### src/rtl/core/bd_blend.sv
// ---------------------------------------------------------------------------
// bd_blend - two-pass bilinear blend of four channels
// Horizontal pass is registered, vertical pass, rounding and saturation
// follow in the next cycle.
// ---------------------------------------------------------------------------
module bd_blend #(
   parameter int WEIGHT_BITS = 8
) (
   input  logic                   clock,
   input  logic                   load,
   input  logic [31:0]            p00,
   input  logic [31:0]            p01,
   input  logic [31:0]            p10,
   input  logic [31:0]            p11,
   input  logic [WEIGHT_BITS-1:0] tx,
   input  logic [WEIGHT_BITS-1:0] ty,
   output logic [3:0][7:0]        res
);

   localparam int VW = WEIGHT_BITS + 8;
   localparam int SW = 2 * WEIGHT_BITS + 9;
   localparam logic [WEIGHT_BITS:0] ONE = (WEIGHT_BITS + 1)'(1) << WEIGHT_BITS;
   localparam logic [SW-1:0] RND = SW'(1) << (2 * WEIGHT_BITS - 1);

   logic [3:0][VW-1:0] v0_ff, v1_ff;
   logic [WEIGHT_BITS:0] wx0, wy0;

   assign wx0 = ONE - {1'b0, tx};
   assign wy0 = ONE - {1'b0, ty};

   for (genvar k = 0; k < 4; k++) begin : g_lane
      logic [SW-1:0] s;
      logic [SW-1:0] q;

      // horizontal pass on both rows
      always_ff @(posedge clock) begin
         if (load) begin
            v0_ff[k] <= VW'(wx0 * p00[8*k +: 8] + tx * p01[8*k +: 8]);
            v1_ff[k] <= VW'(wx0 * p10[8*k +: 8] + tx * p11[8*k +: 8]);
         end
      end

      // vertical pass, round and saturate
      always_comb begin
         s = SW'(wy0 * v0_ff[k]) + SW'(ty * v1_ff[k]) + RND;
         q = s >> (2 * WEIGHT_BITS);
         res[k] = (q > SW'(255)) ? 8'hFF : q[7:0];
      end
   end

endmodule

### config.mk
export PLATFORM = sky130hd
export DESIGN_NAME = bd_blend
export DESIGN_NICKNAME = d
export VERILOG_FILES = /design/src/rtl/core/bd_blend.sv
export SDC_FILE = /design/constraint.sdc
export NUM_CORES = 2
export LEC_CHECK = 0
export ABC_AREA = 1
export BUFFER_PORTS_ARGS = -buffer_cell sky130_fd_sc_hd__buf_4
export CAP_MARGIN = 25
export CORE_UTILIZATION = 55
export CTS_CLUSTER_DIAMETER = 50
export CTS_CLUSTER_SIZE = 30
export DETAILED_ROUTE_END_ITERATION = 6
export PLACE_DENSITY = 0.74
export SKIP_CTS_REPAIR_TIMING = 1
export SLEW_MARGIN = 20
export SYNTH_ARGS = -nofsm -noshare
export SYNTH_HDL_FRONTEND = slang
export SYNTH_SLANG_ARGS = --single-unit
export TNS_END_PERCENT = 20
### constraint.sdc
create_clock -name clock -period 7.7 [get_ports clock]
set_input_delay 0.385 -clock clock [delete_from_list [all_inputs] [get_ports clock]]
set_output_delay 0.385 -clock clock [all_outputs]
set_load 0.005 [all_outputs]
Word-level counts from Yosys, hierarchy flattened

Index checks and enable logic that the tools add are counted.

Bits in registers: 128
Bits in latches: 0
Bits in writable memories: 0
Bits in read-only memories: 0
Input bits: 146
Output and inout port bits: 32
Word-level logic and storage cells: 58
Memories: 0

Add/subtract/negate cells: 18
Multipliers: 24
Divide/modulo/power cells: 0
$lt $le $gt $ge: 4
Eq/ne operators: 0
Shifts and indexed selects: 0
Multiplexer cells: 4
Bitwise gates (word level): 0
Reduce and logical (&&, ||, !) cells: 0

Operators by type and width:

| cell                                                                            | count |
|---|---|
| 16-bit adder                                                                    | 8 |
| 8-bit by 8-bit multiplier with 16-bit output                                    | 8 |
| 9-bit by 8-bit multiplier with 16-bit output                                    | 8 |
| 25-bit by 16-bit adder with 25-bit output, second input constant                | 4 |
| 25-bit by 24-bit adder with 25-bit output                                       | 4 |
| 9-bit by 16-bit multiplier with 25-bit output                                   | 4 |
| 8-bit by 16-bit multiplier with 24-bit output                                   | 4 |
| 9-bit by 8-bit greater-than comparator with 1-bit output, second input constant | 4 |
| 8-bit two-way mux                                                               | 4 |
| 9-bit by 8-bit subtractor with 9-bit output, first input constant               | 2 |

Logic depth before layout (Yosys ltp)

Depth after elaboration: 6
Gate-level depth with buffers: 37
Depth with buffers taken out: 33

Least setup slack after synthesis

No wires, ideal clock.

Path kind: input-to-output
Start: input ty[0]
End: output res[18] (netlist name)
Arrival time: 6.365 ns
Data required time: 7.315 ns
Path slack: 0.950 ns
Stages on the path: 32
Path buffers: 4
Path through: buf_2 -> clkbuf_1 -> clkbuf_1 -> inv_1 -> ha_1 -> nand2_1 -> nor2_1 -> nand3b_1 -> nor2_4 -> inv_2 -> buf_1 -> nor2_1 -> fa_1 -> inv_1 -> fa_1 -> fa_1 -> inv_1 -> fa_1 -> fa_1 -> inv_1 -> fa_1 -> inv_1 -> ha_1 -> nand2_1 -> inv_1 -> a21oi_1 -> nand2_1 -> nand2_1 -> nand3_1 -> nand2_1 -> nand2_1 -> nand3_1

RTL lines:

| item            | RTL line | source |
|---|---|---|
| start, declared | 16       | `input logic [WEIGHT_BITS-1:0] ty,` |
| end, declared   | 17       | `output logic [3:0][7:0] res` |

==> results.sh <==
export IMPL_status="finished, final reports clean"
export IMPL_io_pins=178
export IMPL_grt_max_degree=125
export IMPL_clk_pin_slew_worst_paths_ns=0.05
export IMPL_cts_tree="built"
export IMPL_via_per_inst=5.12
export IMPL_cts_buffers=25
export IMPL_path_max_fanout=6
export IMPL_cp_arrival_ns=6.90
export IMPL_clk_path_buf_depth=3
export IMPL_holdPathStages=4
export IMPL_synth_commonest_cells="inv_1 (3504), nand2_1 (2314), fa_1 (1696), ha_1 (862), nor2_1 (705)"
export IMPL_hold_viol=0
export IMPL_critical_path_slowest_cell="fa_1"
export IMPL_async_flop_share_pct=0
export IMPL_dr_pass1_iters=6
export IMPL_wirelength_mm=213
export IMPL_htree_levels=4
export IMPL_synth_area_sq_mm=0.0789
export IMPL_antenna_left=0
export IMPL_hp_class="input pin to flop"
export IMPL_finalCritPeriodShare_pct=94.7
export IMPL_yosysWarnings=0
export IMPL_ys_types=39
export IMPL_crit_path_frequent_cell="fa_1"
export IMPL_worst_slew_pin_slew_ns=1.05
export IMPL_port_buffer_count=177
export IMPL_rows=138
export IMPL_yosys_most_used_dff="edfxtp_1"
export IMPL_timing_hold_ws_ns=0.338
export IMPL_layout_drive_gt1_share_pct=3.29
export IMPL_core_sq_mm=0.142
export IMPL_die_y_um=381
export IMPL_fin_tns_setup_ns=0
export IMPL_crit_type="input pin to output port"
export IMPL_netlist_instances=10300
export IMPL_num_vias=62000
export IMPL_max_slew_margin_pct=30.3
export IMPL_drv_slew=0
export IMPL_synth_top_area_share_pct=43.0
export IMPL_syn_area_per_cell_sq_um=7.68
export IMPL_slowest_delay_ns=0.51
export IMPL_hold_start="p00[0]"
export IMPL_regArea_sq_mm=0.00384
export IMPL_cp_required_ns=7.32
export IMPL_antenna_found_initial=20
export IMPL_drc=0
export IMPL_clock_sinks=128
export IMPL_grt_ovfl_total=0
export IMPL_grt_pass1_vias=65600
export IMPL_maxCapViolCount=0
export IMPL_synth_seq_area_share_pct=4.87
export IMPL_grt_pass1_wl_mm=347
export IMPL_grt_use_total_pct=30.4
export IMPL_dp_slack_ns=0.427
export IMPL_rsz0062_at_grt="false"
export IMPL_die_area_sq_mm=0.145
export IMPL_multiInputGateArea_sq_mm=0.0602
export IMPL_clock_root_buffer="clkbuf_16"
export IMPL_synth_edf_count=128
export IMPL_period_needed_ns=7.29
export IMPL_setup_ws_ns=0.411
export IMPL_area_growth_pct=4.54
export IMPL_yosysTopAreaCell="fa_1"
export IMPL_synth_area_leaders="fa_1 (43%), inv_1 (17%), ha_1 (14%)"
export IMPL_nets=12900
export IMPL_gp_congestion=0.979
export IMPL_dieWidth_um=381
export IMPL_initial_core_util_pct=55.6
export IMPL_cp_startpoint="ty[0]"
export IMPL_timing_fmax_mhz=137
export IMPL_setup_viol=0
export IMPL_post_route_util_pct=58.1
export IMPL_yosys_register_bits=128
export IMPL_hpwl_mm=177
export IMPL_synth_most_common_cell="inv_1"
export IMPL_synth_nets=13000
export IMPL_wire_per_inst_um=17.6
export IMPL_start_kind="input pin"
export IMPL_end_kind="output port"
export IMPL_fill_cells=12900
export IMPL_drtIter0Drc=5033
critical path: cells and delay by family:
kind,cells,cell delay (ns)
fa+ha+maj,8,3.53
simple gates,12,1.75
buf+inv,9,1.06
compound gates,1,0.15
through the flow:
stage,cells,cell area (sq um)
after floorplan,10300,78900
after global placement,12100,81800
after detailed placement,12100,81800
after CTS,12100,82500
after global routing,12100,82500
final,12100,82500
layout make-up:
| cell class | instances | share of cell area (%) |
|---|---|---|
| diodes | 9 | 0.0273 |
| repair buffers | 269 | 2.61 |
| clock buffers | 30 | 0.781 |
| clock inverters | 3 | 0.0789 |
| multi-input cells | 6251 | 73.0 |
| flip-flops and latches | 128 | 4.66 |
| well taps | 1890 | 2.87 |
| inverters | 3515 | 16.0 |
logic make-up (layout without fill, tap and decap cells):
| kind of cell | count (synthesis) | in the layout | synth area share [%] |
|---|---|---|---|
| AOI/OAI and AO/OA | 285 | 285 | 1.99 |
| DFF | 128 | 128 | 4.87 |
| adders and majority gates | 2558 | 2558 | 56.7 |
| buffers and inverters | 3892 | 3817 | 18.9 |
| other | 0 | 9 | 0 |
| xor gates and xnor gates | 134 | 134 | 1.49 |
| and+or+nand+nor | 3274 | 3274 | 16.1 |
sequential cells by signal, indices dropped and copies added, names as in the netlist:
| name | count |
|---|---|
| v1_ff | 64 |
| v0_ff | 64 |
placed cells by master, fill, tap and decap left out, drive strengths merged:
| master | instances |
|---|---|
| nor2b | 1 |
| bufinv | 2 |
| xor2 | 81 |
| nand3 | 153 |
| a21o | 19 |
| buf | 269 |
| nor2 | 707 |
| fa | 1696 |
| xnor2 | 53 |
| a211oi | 3 |
| ha | 862 |
| o21a | 3 |
| or2 | 13 |
| clkinv | 3 |
| nand2 | 2317 |
| a31o | 2 |
| o211ai | 2 |
| inv | 3513 |
| clkbuf | 30 |
| nand3b | 4 |
| a31oi | 11 |
| nand4 | 39 |
| nor3b | 2 |
| nand2b | 2 |
| o21ai | 62 |
| nor3 | 32 |
| o21bai | 21 |
| a21oi | 162 |
| diode | 9 |
| and3 | 4 |
| edfxtp | 128 |
metal layers:
layer / global-route usage (%) / up-vias / routed length (um)
li1: - / 28400 / -
met3: 6.05 / 342 / 21900
met4: 8.58 / 26 / 6300
met5: 0 / - / 168
met1: 42.2 / 30600 / 88400
met2: 48.3 / 2631 / 95700
worst paths after layout:
check                       endpoint  slack (ns)
setup / recovery             res[12]        0.41
hold / removal    v0_ff[0]$_DFFE_PP_        0.34
Power is left out: the tool's default activity adds up to more than one toggle a clock period on the data nets, which glitch-free logic cannot reach.
